==> config.mk <==
export PLATFORM = sky130hd
export DESIGN_NAME = tun_sqrt_cell
export DESIGN_NICKNAME = d
export VERILOG_FILES = /design/src/tun_pkg.sv /design/src/tun_sqrt_cell.sv
export SDC_FILE = /design/constraint.sdc
export NUM_CORES = 1
export LEC_CHECK = 0
export ABC_CLOCK_PERIOD_IN_PS = 10250
export BUFFER_PORTS_ARGS = -buffer_cell sky130_fd_sc_hd__buf_4
export CORE_AREA = 3 3 240 242
export DETAILED_ROUTE_END_ITERATION = 12
export DIE_AREA = 0 0 243 245
export PLACE_DENSITY_LB_ADDON = 0.15
export SYNTH_ARGS = -nofsm -noshare
export SYNTH_HDL_FRONTEND = slang
export SYNTH_SLANG_ARGS = --single-unit
==> constraint.sdc <==
create_clock -name clk -period 10.25 [get_ports clk]
set_input_delay 2.05 -clock clk [delete_from_list [all_inputs] [get_ports clk]]
set_output_delay 2.05 -clock clk [all_outputs]
set_load 0.02 [all_outputs]
==> src/tun_pkg.sv <==
package tun_pkg;

  localparam int unsigned COORD_W = 16;
  localparam int unsigned EDGE_W  = 17;
  localparam int unsigned PROD_W  = 34;
  localparam int unsigned CROSS_W = 35;
  localparam int unsigned MAG_W   = 35;
  localparam int unsigned HI_W    = 18;
  localparam int unsigned LO_W    = 17;
  localparam int unsigned SQ_W    = 70;
  localparam int unsigned S_W     = 68;
  localparam int unsigned FRAC_SH = 28;
  localparam int unsigned X_W     = 96;
  localparam int unsigned ROOT_W  = 48;
  localparam int unsigned REM_W   = 51;
  localparam int unsigned NUM_W   = 63;
  localparam int unsigned Q_W     = 15;
  localparam int unsigned NORM_W  = 16;
  localparam int unsigned NLANES  = 3;

  // one word moving down the square root chain
  typedef struct packed {
    logic                          valid;
    logic                          degen;
    logic [NLANES-1:0]             sign;
    logic [NLANES-1:0][MAG_W-1:0]  mag;
    logic [X_W-1:0]                x;
    logic [REM_W-1:0]              rem;
    logic [ROOT_W-1:0]             root;
  } sq_t;

  // one word moving down the divider chain
  typedef struct packed {
    logic                          valid;
    logic                          degen;
    logic [NLANES-1:0]             sign;
    logic [ROOT_W-1:0]             lq;
    logic [NLANES-1:0][NUM_W-1:0]  rem;
    logic [NLANES-1:0][Q_W-1:0]    q;
  } dv_t;

endpackage

==> src/tun_sqrt_cell.sv <==
module tun_sqrt_cell
  import tun_pkg::*;
(
  input  logic clk,
  input  logic rst_n,
  input  logic adv,
  input  sq_t  d_i,
  output sq_t  d_o
);

  sq_t              d_r, d_nxt;
  logic [REM_W-1:0] rem_sh, trial;
  logic             ge;

  always_comb begin
    rem_sh = {d_i.rem[REM_W-3:0], d_i.x[X_W-1 -: 2]};
    trial  = {{(REM_W-ROOT_W-2){1'b0}}, d_i.root, 2'b01};
    ge     = rem_sh >= trial;
    d_nxt      = d_i;
    d_nxt.x    = {d_i.x[X_W-3:0], 2'b00};
    d_nxt.rem  = ge ? rem_sh - trial : rem_sh;
    d_nxt.root = {d_i.root[ROOT_W-2:0], ge};
  end

  always_ff @(posedge clk) begin
    if (adv) begin
      d_r.degen <= d_nxt.degen;
      d_r.sign  <= d_nxt.sign;
      d_r.mag   <= d_nxt.mag;
      d_r.x     <= d_nxt.x;
      d_r.rem   <= d_nxt.rem;
      d_r.root  <= d_nxt.root;
    end
    if (!rst_n) begin
      d_r.valid <= 1'b0;
    end else if (adv) begin
      d_r.valid <= d_nxt.valid;
    end
  end

  assign d_o = d_r;

endmodule

* Word level (Yosys, flattened, before mapping)
Index checks and enable logic that the tools add are counted.
** Operators by class
- Add/subtract/negate cells :: 1
- $lt $le $gt $ge :: 1
- Mux-type cells :: 1
** Operators by type and width (count)
- greater-or-equal comparator 51 x 50 -> 1 bit :: 1
- 2-to-1 mux 51 bit :: 1
- subtractor 51 x 50 -> 51 bit :: 1
** Storage, ports and cells
- Register bits :: 303
- Output and inout port bits :: 305
- Word-level logic and storage cells :: 12

* Logic depth before layout (Yosys ltp)
- Depth in word-level cells :: 2
- Gate-level depth with buffers :: 15
- Mapped depth without buffers :: 12

* Worst setup path before layout
Ideal clock, no wire load.
- Kind :: input -> register
- From :: input d_i[4] (netlist name)
- To :: register d_r, in the netlist d_o[98] (data pin)
- Setup time :: 0.267 ns
- Data arrival time :: 4.641 ns
- Data required time :: 9.983 ns
- Setup slack :: 5.342 ns
- Stages on the path :: 14
- Path buffers :: 2
- Cells stage by stage :: inv_1 ha_1 buf_2 and2_1 o221a_2 a31oi_1 o211ai_2 a31oi_1 or4_4 o211ai_4 a31oi_4 buf_6 a311oi_2 xor2_1
** RTL lines
- start: declaration :: line tun_sqrt_cell.sv:7 : input sq_t d_i,
- end: declaration :: line tun_sqrt_cell.sv:11 : sq_t d_r, d_nxt;

==> impl_metrics.toml <==
[place]
routabilityCongestion = 0.810
port_buffers = 608
placed_cells_incl_taps = 2213
placedInstanceArea_mm2 = 0.0181
place.detailed.hpwl_mm = 41.8

[detailed_routing]
detailedRoute.firstIterationViolations = 483
post-route-drc-count = 0
post_drt_wl_per_cell_um = 22.7
vias_per_cell = 4.27
dr_total_vias = 9728
drt_first_pass_iters = 4
detail_route.wirelength_mm = 51.8
remaining_antenna_violation_count = 0

[pwr]
power_density_mw_per_mm2 = 182
cellLeakagePower_nw = 8.14
internal_power_mw = 2.51
power.ir.vdd_worst_uv = 108
clock_power_share = 0.355
power_switching_share = 0.282
power_frac_comb = 0.206
netSwitchingPower_mw = 0.987
seq_power_share = 0.439

[clock_tree]
cts-htree-levels = 2
cts.hold.buffers_added = 0
clk_pin_slew_worst_setup_hold_paths_ns = 0.06
clock_insertion_delay_worst_skew_ns = 0.54
cts_inserted_buffers = 37
tritoncts = "built"
clock_path_buffers = 3
numClockSinks = 303
postCtsSetupBuffers = 0
post_cts_resized = 0
clockRootBuffer = "clkbuf_16"

[floorplan]
num_io_pins = 613
die_width_um = 243
die_height_um = 245
row_count = 86
fp.dieArea_mm2 = 0.0595
floorplan.initialDensity = 0.231
core_region_area_mm2 = 0.0553

[timing]
maxClockFrequency_ghz = 0.169
final.period_utilization = 0.578
finalHoldViolations = 0
fin_skew_ns = 0
post-route-min-period_ns = 5.93
final_max_slew_viol_count = 0
final-setup-viol-count = 0
transition_at_the_pin_with_the_smallest_max_transition_slack_ns = 1.05
timing.slew.headroom = 0.300
grt_setup_unrepaired = "false"
setup_tns_ns = 0

[grt]
grt_pass1_wl_mm = 71.3
first_global_vias = 9834
grt_antenna_before_repair = 5
grt_start_max_net_pins = 132
grt_usage = 0.165
grt.overflow.total = 0

[critical_path]
reg2reg_depth = 2
worstPathMaxFanout = 74
worstPathRequired_ns = 10.55
worst_ep_arrival_time_ns = 6.22
timing.setup.critical_path_class = "primary input to flip-flop"
critical_path.startpoint_type = "primary input"
worst_setup_path_end_kind = "flip-flop"

[synthesis]
ys_top_cells_by_area = "edfxtp_1 71%, ha_1 4.9%, nand2_1 2.4%"
synth_top_area_frac = 0.711
synth_flop_cell = "edfxtp_1"
synth-async-reset-ratio = 0
netlist_area_mm2 = 0.0128
cell_with_the_most_instances_after_synthesis = "edfxtp_1"
synthesis.area_per_instance_um2 = 14.2
ys_ff_latch = 303
yosys_warnings = 0
synth_top_cell_by_area = "edfxtp_1"
synth_seq_area_share = 0.712
syn_inst = 897
synth_top_cells_by_count = "302 x edfxtp_1, 82 x nand2_1, 57 x inv_1, 54 x a21oi_1"
synth_edf_count = 302
synth_cell_types = 58

[job]
drv_cap = 0

[layout]
instances_no_fill = 2280
areaGrowthSynthToFinish_pct = 50.9
area_used_by_multi_input_combinational_logic_mm2 = 0.00327
seq_area_mm2 = 0.00909
number_of_nets_in_the_layout = 1862
largest_register_ff_count = 303
postLayoutCoreUtil = 0.348
design_area_final_mm2 = 0.0193
layout.filler_cells = 5606
drive_above_1_share = 0.438

[min_path]
timing.hold.worst.class = "flip-flop to flip-flop"
hold_depth = 2

[outcome]
status = "completed"
## cells in the final DEF (no fill, tap or decap), types with 5 or more instances in the layout
cell type  instances
a31oi_1            6
and2_1             6
inv_1             57
ha_1              50
o21bai_1          11
nand2_1           82
clkbuf_16         38
clkinv_2           5
xor2_1            28
o21ai_0           20
a21oi_1           54
nor3_1             5
clkinv_1          12
o21a_1             8
nor2b_1            7
xnor2_1           21
nand4_1           20
nand2b_1           5
edfxtp_1         302
o21ai_1           50
buf_4            609
nor2_1            27
a21o_1            27
nand3_1           11
## layout make-up
class,count,area share
antenna,1,0.000130
clock buffer,42,0.0502
sequential,303,0.472
multi-input combinational,493,0.170
inverter,58,0.0113
timing repair buffer,611,0.239
clock inverter,24,0.00864
tap,748,0.0486
## path summary, 6_finish.rpt
kind                               start  endpoint  slack, ns
worst max-delay path              d_i[0]   d_o[61]       4.32
worst min-delay path            d_o[304]  d_o[304]       0.54
worst max register to register  d_o[304]  d_o[304]       9.64
worst min register to register  d_o[304]  d_o[304]       0.54
## through the flow
step,power [mW],hold slack [ns],setup slack (ns)
after floorplan,1.90,0.589,5.34
after global placement,2.29,0.511,3.73
after detailed placement,2.29,0.514,3.74
after CTS,3.57,0.536,4.32
after global routing,3.66,0.585,4.11
final,3.50,0.536,4.32
## layer usage
layer  part of all wire  vias to the layer above  GRT usage
li1                   -                     4566          -
met1               0.35                     4725      0.171
met2               0.54                      370      0.316
met3              0.086                       59     0.0639
met4              0.014                        8     0.0288
met5             0.0010                        -          0
## power by group through the flow
stage / combinational [mW] / clock, mW / sequential [mW]
2_1_floorplan: 0.195 / 0 / 1.71
3_3_place_gp: 0.734 / 0 / 1.56
3_5_place_dp: 0.736 / 0 / 1.56
4_1_cts: 0.737 / 1.30 / 1.53
5_1_grt: 0.773 / 1.34 / 1.54
6_report: 0.721 / 1.24 / 1.53
## critical path: stages
cell and delay [ns]:
buf_4 0.10, inv_1 0.05, ha_1 0.23, or3_1 0.37, o221a_2 0.30, a31oi_1 0.33, o211ai_2 0.19, a31oi_1 0.46
or4_4 0.27, o211ai_4 0.12, a31oi_4 0.56, buf_4 0.69, mux2_1 0.38
## kinds of logic after synthesis
family,synth area share
mux,0.00431
xor+xnor,0.0336
simple gates,0.0656
other cells,0.000294
fa+ha+maj,0.0490
buf+inv,0.0320
flops,0.712
compound gates,0.103
No activity file was read; power rests on OpenSTA's default activity.
