$ cat src/tun_pkg.sv
package tun_pkg;

  localparam int unsigned COORD_W = 16;
  localparam int unsigned EDGE_W  = 17;
  localparam int unsigned PROD_W  = 34;
  localparam int unsigned CROSS_W = 35;
  localparam int unsigned MAG_W   = 35;
  localparam int unsigned HI_W    = 18;
  localparam int unsigned LO_W    = 17;
  localparam int unsigned SQ_W    = 70;
  localparam int unsigned S_W     = 68;
  localparam int unsigned FRAC_SH = 28;
  localparam int unsigned X_W     = 96;
  localparam int unsigned ROOT_W  = 48;
  localparam int unsigned REM_W   = 51;
  localparam int unsigned NUM_W   = 63;
  localparam int unsigned Q_W     = 15;
  localparam int unsigned NORM_W  = 16;
  localparam int unsigned NLANES  = 3;

  // one word moving down the square root chain
  typedef struct packed {
    logic                          valid;
    logic                          degen;
    logic [NLANES-1:0]             sign;
    logic [NLANES-1:0][MAG_W-1:0]  mag;
    logic [X_W-1:0]                x;
    logic [REM_W-1:0]              rem;
    logic [ROOT_W-1:0]             root;
  } sq_t;

  // one word moving down the divider chain
  typedef struct packed {
    logic                          valid;
    logic                          degen;
    logic [NLANES-1:0]             sign;
    logic [ROOT_W-1:0]             lq;
    logic [NLANES-1:0][NUM_W-1:0]  rem;
    logic [NLANES-1:0][Q_W-1:0]    q;
  } dv_t;

endpackage

$ cat src/tun_div_cell.sv
module tun_div_cell
  import tun_pkg::*;
#(
  parameter int unsigned BIT = 0
) (
  input  logic clk,
  input  logic rst_n,
  input  logic adv,
  input  dv_t  d_i,
  output dv_t  d_o
);

  dv_t              d_r, d_nxt;
  logic [NUM_W-1:0] dvs;
  logic [Q_W-1:0]   qbit;

  always_comb begin
    dvs   = {{(NUM_W-ROOT_W){1'b0}}, d_i.lq} << BIT;
    qbit  = {{(Q_W-1){1'b0}}, 1'b1} << BIT;
    d_nxt = d_i;
    for (int i = 0; i < NLANES; i++) begin
      if (d_i.rem[i] >= dvs) begin
        d_nxt.rem[i] = d_i.rem[i] - dvs;
        d_nxt.q[i]   = d_i.q[i] | qbit;
      end
    end
  end

  always_ff @(posedge clk) begin
    if (adv) begin
      d_r.degen <= d_nxt.degen;
      d_r.sign  <= d_nxt.sign;
      d_r.lq    <= d_nxt.lq;
      d_r.rem   <= d_nxt.rem;
      d_r.q     <= d_nxt.q;
    end
    if (!rst_n) begin
      d_r.valid <= 1'b0;
    end else if (adv) begin
      d_r.valid <= d_nxt.valid;
    end
  end

  assign d_o = d_r;

endmodule

$ cat config.mk
export PLATFORM = sky130hd
export DESIGN_NAME = tun_div_cell
export DESIGN_NICKNAME = d
export VERILOG_FILES = /design/src/tun_pkg.sv /design/src/tun_div_cell.sv
export SDC_FILE = /design/constraint.sdc
export NUM_CORES = 1
export LEC_CHECK = 0
export BUFFER_PORTS_ARGS = -buffer_cell sky130_fd_sc_hd__buf_2
export CAP_MARGIN = 20
export CORE_AREA = 2 2 224 226
export DETAILED_ROUTE_END_ITERATION = 10
export DIE_AREA = 0 0 226 228
export GPL_ROUTABILITY_DRIVEN = 0
export PLACE_DENSITY = 0.73
export SYNTH_ARGS = -nofsm -noshare
export SYNTH_HDL_FRONTEND = slang
export SYNTH_SLANG_ARGS = --single-unit
$ cat constraint.sdc
create_clock -name clk -period 6.99 [get_ports clk]
set_input_delay 0.699 -clock clk [delete_from_list [all_inputs] [get_ports clk]]
set_output_delay 0.699 -clock clk [all_outputs]
set_load 0.005 [all_outputs]
# Yosys cells after proc, flatten, opt, wreduce, memory -nomap -nowiden
# Index checks and enable logic that the tools add are counted.
[totals]
ff_bits = 287
wordCells = 22
inputBits = 290
[classes]
n_lt_le_gt_ge = 3
muxes = 3
n_addsub = 3
[ops]
columns = ["cell", "n"]
rows = [
  ["greater-or-equal comparator 63 x 48 -> 1 bit", 3],
  ["2-to-1 mux 63 bit", 3],
  ["subtractor 63 x 48 -> 63 bit", 3],
]

# Longest topological paths before layout
# Gate-level depths: netlist of run 1.
[logic_depth]
ltp_word = 2
mapped_depth = 15

# Least setup slack after synthesis of run 1
# OpenSTA, ideal clock, no wires.
[synth_path]
path_kind = "input to register"
startpoint = "input d_i[235] (netlist bit)"
endpoint = "register d_r, in the netlist d_o[171] (data pin)"
path_stages = 11
n_path_buf = 2
arrival_time_ns = 3.425
path_slack_ns = 3.299
setup_time_ns = 0.267
path_cell_list = "inv_1 ha_1 nor2b_1 o31a_1 o21ai_1 o41ai_1 o21ai_1 o31ai_2 clkbuf_1 buf_1 a21oi_1"
[synth_rtl]
columns = ["item", "line_no", "source"]
rows = [
  ["start: declaration", "tun_div_cell.sv:9", "input dv_t d_i,"],
  ["end: declaration", "tun_div_cell.sv:13", "dv_t d_r, d_nxt;"],
]

==> results of run 1 <==
[area by class of cell]
| type | count | area [µm²] | area share |
|---|---|---|---|
| Multi-Input combinational cell | 1770 | 11600 | 0.454 |
| Clock buffer | 44 | 952 | 0.0373 |
| Clock inverter | 17 | 185 | 0.00725 |
| Sequential cell | 287 | 8610 | 0.337 |
| Inverter | 96 | 360 | 0.0141 |
| Tap cell | 672 | 841 | 0.0329 |
| Antenna cell | 14 | 35.0 | 0.00137 |
| Timing Repair Buffer | 584 | 2970 | 0.116 |
[metrics by stage]
| stage | instances | utilization | hold slack, ns |
|---|---|---|---|
| 3_5_place_dp | 3409 | 0.494 | 0.535 |
| 2_1_floorplan | 2265 | - | 0.507 |
| 5_1_grt | 3480 | 0.517 | 0.310 |
| 4_1_cts | 3470 | 0.517 | 0.302 |
| 3_3_place_gp | 3409 | 0.494 | 0.490 |
| 6_report | 3484 | 0.517 | 0.328 |
[worst paths after layout]
check	to	slack (ns)
worst max-delay path	d_o[162]	2.54
worst min-delay path	d_o[28]	0.33
worst max register to register	d_o[286]	6.38
worst min register to register	d_o[286]	0.54
[report_power, final]
group	internal, mW	leakage, nW	switching, mW
sequential	2.17	2.81	0.0714
clock	1.11	0.546	0.737
combinational	0.623	7.32	0.923
total	3.90	10.7	1.73
[synthesized netlist by cell type, drive strengths merged (65+ instances only)]
library cell,number,share of area
clkbuf,84,0.015
xor2,73,0.030
a21oi,246,0.059
a21o,67,0.024
nor2,190,0.034
inv,96,0.017
nand2,191,0.034
ha,147,0.088
nor3,65,0.016
o21ai,132,0.031
nand4,65,0.019
edfxtp,286,0.41
xnor2,86,0.036
[critical path: stages]
cell      delay [ns]
buf_2           0.11
inv_1           0.24
ha_1            0.39
a21o_1          0.22
or3_1           0.31
a221oi_1        0.32
a211oi_1        0.20
o31ai_1         0.51
o31a_2          0.79
buf_4           0.43
nor3_2          0.11
a211oi_1        0.27
nand3_1         0.10
[routing by layer]
metal	global-route usage	vias to the layer above	share of wire
met5	0	-	0.0012
met1	0.343	9638	0.38
li1	-	9520	-
met4	0.154	14	0.055
met2	0.474	1240	0.47
met3	0.0576	260	0.088
[cells in the final DEF, fill, tap and decap left out, types with 24 or more instances in the layout]
master / synthesis / routed
edfxtp_1: 286 / 286
o21a_1: 32 / 32
clkbuf_16: 0 / 37
nand3_1: 50 / 50
o21ai_0: 127 / 127
a21o_1: 67 / 67
xor2_1: 73 / 73
a21oi_1: 246 / 246
nor4_1: 33 / 33
inv_1: 96 / 96
nand4_1: 65 / 65
xnor2_1: 86 / 86
nor2b_1: 31 / 31
nand2_1: 191 / 191
nor3_1: 64 / 64
and3_1: 24 / 24
nor2_1: 190 / 190
buf_2: 13 / 575
a211oi_1: 25 / 25
o21bai_1: 35 / 35
ha_1: 147 / 147
[cell families after synthesis]
kind of cell / after synthesis / share of synthesized area
multiplexers: 29 / 0.0151
AND/OR/NAND/NOR: 751 / 0.176
AO/OA/AOI/OAI: 681 / 0.202
adder cells (fa/ha/maj): 150 / 0.0904
flip-flops: 287 / 0.410
buffers and inverters: 208 / 0.0396
XOR/XNOR: 159 / 0.0663
==> impl_results.md, run 1 <==
- Status: finished clean
- Cts bufs inserted: 34
- Pre-CTS setup slack: roughly 2.1 ns
- Root Buffer: clkbuf_16
- Fin. Hold Viols: 0
- Critical Path AT: 4.75 ns
- Worst hold start: d_i[28]
- Maximum Capacitance Violations: 0
- Die area: 51500 µm²
- Slew @ Worst Pin: between 1 and 1.5 ns
- Main flop type after synthesis: edfxtp_1
- GR Overflow Total: 0
- Fin crit period: roughly 4.5 ns
- RSZ-0062 raised after global routing: no
- Post-CTS setup repair buffer count: 0
- Drt initial violations: roughly 2.1k
- DR WL/cell: 22.0 µm
- Fill cells: 4422
- Synth Register Bits: 287
- Post-placement cell area: 24400 µm²
- Worst clock skew: 0 ns
- Largest net degree at the start of global routing: 155
- DR DRC count: 0
- Pwr Density: roughly 220 nW/µm²
- Post-CTS Resized: 0
- Total Routing Usage GR: 0.284
- R2R depth: 2
- Post-DRT Antenna Nets: 0
- Post-Route WL: approximately 77000 µm
- Total power: 5.63 mW
- Pre-antenna DRT Iters: 6
- Crit share post-route: 0.637
- Nets@finish: 3213
- Crit Path Class: input pin to register
- Worst Hold Depth: 1
- Cell area after synthesis: 21000 µm²
- Post-Syn Area per Cell: 9.27 µm²
- Slew Limit Fails: 0
- Crit. End Element: register
- Fmax: 225 MHz
- CTS tree: built
- Yosys Warn Count: 0
- Finished Cell Area: 25500 µm²
- Clock tree buffer depth: 3
- Setup violators final: 0
- Hold Crit Class: input pin to register
- Die width: between 200 and 250 µm
- First-pass GRT wire length: 112000 µm
- IO Port Bufs: 576
- DR vias/cell: just under 6
- Worst-Skew Late Latency: between 0.5 and 0.6 ns
- Critical path startpoint: d_i[248]
- Total I/O pin count: 577
- Crit Path Max Fanout: 56
- Startpoint types: input pin
- Worst EP required: 7.28 ns
- Hold buffers post-CTS: 0
- Vias: 20.7k
- Vias in the first global route: 19.7k
- Synth-to-layout area growth: 21.6%
- CTS clock-pin slew for the worst setup and hold paths: 0.06 ns
- Static leakage: 10.7 nW
- Initial antenna violation count: 23
- FP Rows: 82
- Peak VDD IR: 0.143 mV
- Number of flops mapped to enable cells by yosys: around 290
- Clock Sinks: about 290
- Core area: around 49000 µm²
- H-tree depth: 2
- Die H: between 200 and 250 µm
- Register area share after synthesis: 0.410
- Slew margin rel.: 0.302
- Asr flop ratio synth: 0
- Detail Placement HPWL: 60400 µm
- Reg2reg start: d_o[286]
- Synth Net Count: between 2k and 3k
- Largest register FFs: 287
- Count of cell types in the netlist: 75
- Setup TNS: 0 ns
- Post-route setup slack: around 2.5 ns
- Layout cells sized above 1: 0.241
- Starting Density: 0.426
- Gate Count Post-Synth: 2265
Power figures use the tool's default switching activity.
==> run 2, diff against run 1 <==
--- a/config.mk
+++ b/config.mk
@@ -7,9 +7,9 @@
 export LEC_CHECK = 0
 export BUFFER_PORTS_ARGS = -buffer_cell sky130_fd_sc_hd__buf_2
 export CAP_MARGIN = 20
-export CORE_AREA = 2 2 224 226
+export CORE_AREA = 2 2 225 227
 export DETAILED_ROUTE_END_ITERATION = 10
-export DIE_AREA = 0 0 226 228
+export DIE_AREA = 0 0 227 229
 export GPL_ROUTABILITY_DRIVEN = 0
 export PLACE_DENSITY = 0.73
 export SYNTH_ARGS = -nofsm -noshare
==> constraint.sdc (replaced) <==
create_clock -name clk -period 4.1 [get_ports clk]
set_input_delay 0.41 -clock clk [delete_from_list [all_inputs] [get_ports clk]]
set_output_delay 0.41 -clock clk [all_outputs]
set_load 0.005 [all_outputs]
==> run 2 against run 1 <==
  * Clock skew unchanged
  * Die area up 0.88%
  * Largest power group unchanged
  * Non-clock buffer count up 145
  * Sequential share of layout area down 1.6 points
  * Routed wire length up 7.2%
  * Largest cell class unchanged
  * Core utilization up 2.2 points
  * First-iteration DRC count up 1.5%
  * Worst setup slack worse by 2.4 ns
  * Global-route usage up 1.9 points
==> impl_results.md, run 2 (synthesis results as in run 1) <==
- Post-CTS setup repair buffer count: 0 (unchanged)
- Total I/O pin count: 577 (unchanged)
- Finished Cell Area: 26800 µm² (was 25500 µm²)
- Pre-antenna DRT Iters: 8 (was 6)
- Peak VDD IR: 0.314 mV (was 0.143 mV)
- Nets@finish: 3355 (was 3213)
- Commonest non-fill, non-tap cell in the layout: buf_2 (unchanged)
- DR vias/cell: 5.93 (about the same)
- Clock Sinks: 287 (unchanged)
- CTS tree: built (unchanged)
- Reg2reg start: d_o[286] (unchanged)
- Non-Filler Instances: 3624 (was 3484)
- Static leakage: 11.3 nW (was 10.7 nW)
- H-tree depth: 1 (was 2)
- Largest net degree at the start of global routing: 91 (was 155)
- Crit share post-route: 0.975
- Cts bufs inserted: 31 (was 34)
- Status: finished clean (unchanged)
- Vias: 21.5k (was 20.7k)
- Worst reg2reg setup slack: 3.49 ns (was 6.38 ns)
- First-pass GRT wire length: 121000 µm (was 112000 µm)
- DR DRC count: 0 (unchanged)
- Worst EP required: 4.44 ns (was 7.28 ns)
- Post-Route WL: 82100 µm (was 76600 µm)
- Fin crit period: approximately 4 ns
- Fmax: 250 MHz
- Total Routing Usage GR: 0.303 (was 0.284)
- Critical Path AT: 4.34 ns (was 4.75 ns)
- RSZ-0062 raised after global routing: no (unchanged)
- Post-layout util: 0.539 (was 0.517)
- Pre-CTS setup slack: 0.207 ns (was 2.11 ns)
- CP max stage delay: 0.54 ns (was 0.79 ns)
- DR WL/cell: 22.7 µm (was 22.0 µm)
- Layout cells sized above 1: 0.256 (was 0.241)
- CTS clock-pin slew for the worst setup and hold paths: 0.06 ns (about the same)
- Worst Hold Depth: 1 (unchanged)
- Slew @ Worst Pin: 0.855 ns (was 1.05 ns)
- Crit. End Element: register (unchanged)
- Worst-path cell chain: dlygate4sd3_1, buf_2, inv_1, buf_4, ha_1, and2_1, and3_1, and2_1, a221oi_1, buf_4, a21boi_0, o31ai_1, buf_4, a21oi_1, or3_1, a31o_2 (was buf_2, inv_1, ha_1, a21o_1, or3_1, a221oi_1, a211oi_1, o31ai_1, o31a_2, buf_4, nor3_2, a211oi_1, nand3_1)
- FP Rows: 82 (unchanged)
- GR Overflow Total: 0 (unchanged)
- Largest register FFs: 287 (unchanged)
- Detail Placement HPWL: 65300 µm (was 60400 µm)
- Post-DRT Antenna Nets: 0 (unchanged)
- Vias in the first global route: 20.9k (was 19.7k)
- CP delay by family, top: buffers and inverters (was compound AO/OA/AOI/OAI gates)
- Die area: 52000 µm² (was 51500 µm²)
- Critical path startpoint: d_i[251] (was d_i[248])
- Most frequent CP cell: buf_4 (was a211oi_1)
- Initial antenna violation count: 17 (was 23)
- Clock tree buffer depth: 3 (unchanged)
- Critical-path top delay cell: dlygate4sd3_1 (was o31a_2)
- Most frequent cells in the layout: buf_2 (575), edfxtp_1 (286), a21oi_1 (246) (unchanged)
- Die H: 229 µm (was 228 µm)
- Post-Place Cells: 3486 (was 3409)
- Post-placement cell area: 25000 µm² (was 24400 µm²)
- Starting Density: 0.423 (was 0.426)
- Buffers & Inverters on Critical Path: 6 (was 3)
- IO Port Bufs: 576 (unchanged)
- Slew margin rel.: 0.424 (was 0.302)
- Synth-to-layout area growth: 27.4% (was 21.6%)
- Crit Path Max Fanout: 6 (was 56)
- Core area: 49700 µm² (was 49300 µm²)
- Pwr Density: 356 nW/µm² (was 221 nW/µm²)
- Critical path destination: d_o[88] (was d_o[162])
- Slew Limit Fails: 0 (unchanged)
- Total stage count of the critical path: 16 (was 13)
- Setup violators final: 0 (unchanged)
- R2R depth: 2 (unchanged)
- Worst clock skew: 0 ns (unchanged)
- Setup TNS: 0 ns (unchanged)
- Post-route setup slack: 0.102 ns (was 2.54 ns)
- Worst reg2reg path endpoint: d_o[286] (unchanged)
- Drt initial violations: 2135 (was 2104)
- Fin. Hold Viols: 0 (unchanged)
- Die width: 227 µm (was 226 µm)
- Hold Crit Class: input pin to register (unchanged)
- Crit Path Class: input pin to register (unchanged)
- Maximum Capacitance Violations: 0 (unchanged)
- Root Buffer: clkbuf_16 (unchanged)
- Startpoint types: input pin (unchanged)
- Worst-Skew Late Latency: 0.59 ns (was 0.55 ns)
==> run 2: cell types whose count changed in the layout (fill, tap and decap cells not counted) <==
cell / before / now
nor4_2: 0 / 1
clkbuf_16: 37 / 31
o41ai_1: 3 / 2
clkbuf_1: 7 / 4
buf_12: 1 / 7
buf_4: 7 / 78
clkinv_4: 0 / 2
o41ai_2: 0 / 1
diode_2: 14 / 13
clkinv_1: 6 / 5
nor4_1: 33 / 32
inv_6: 0 / 4
dlygate4sd3_1: 0 / 68
==> run 2: report_power, final <==
part	leakage [nW]	switching, mW	internal [mW]
Sequential	2.81	0.126	3.70
Combinational	8.01	1.65	1.16
Clock	0.494	1.23	1.64
==> run 2: layout make-up <==
cell class                      count  area (µm²)
Multi-Input combinational cell   1770       11600
Sequential cell                   287        8610
Fill cell                        4453       22900
Tap cell                          672         841
Timing Repair Buffer              729        4300
Inverter                           96         360
Antenna cell                       13        32.5
Clock inverter                     22         234
Clock buffer                       35         791
==> run 2: per-layer routing <==
layer | vias to the layer above | GRT usage | share of wire
met5 | - | 0 | 0.00049
met4 | 6 | 0.158 | 0.059
met3 | 296 | 0.0621 | 0.099
met2 | 1344 | 0.495 | 0.46
met1 | 10000 | 0.375 | 0.39
li1 | 9806 | - | -
==> run 2: worst register-to-register path, cell delays in order, from the launching register on <==
cell,delay (ns)
dfxtp_1,0.31
mux2i_1,0.12
nor2b_1,0.07
==> run 2: how the worst min path moves through the flow <==
stage	startpoint	endpoint	slack (ns)
floorplan	d_o[286]	d_o[286]	0.51
global route	d_i[240]	d_o[240]	0.003
detailed placement	d_o[286]	d_o[286]	0.53
global placement	d_o[286]	d_o[286]	0.49
CTS	d_i[240]	d_o[240]	0.002
finish	d_i[240]	d_o[240]	0.02
==> run 2: repair_timing <==
item / 4_1_cts / 5_1_grt
setup endpoints to repair: 0 / 7
hold buffers: 67 / 1
gates resized for setup: 0 / 2
endpoints found under the hold margin: 67 / 1
==> run 2: metrics by stage <==
step	hold WS, ns	power, mW
2_1_floorplan	0.507	5.32
3_3_place_gp	0.495	6.51
3_5_place_dp	0.530	6.55
4_1_cts	0.00151	9.48
5_1_grt	0.00346	9.92
6_report	0.0182	9.52
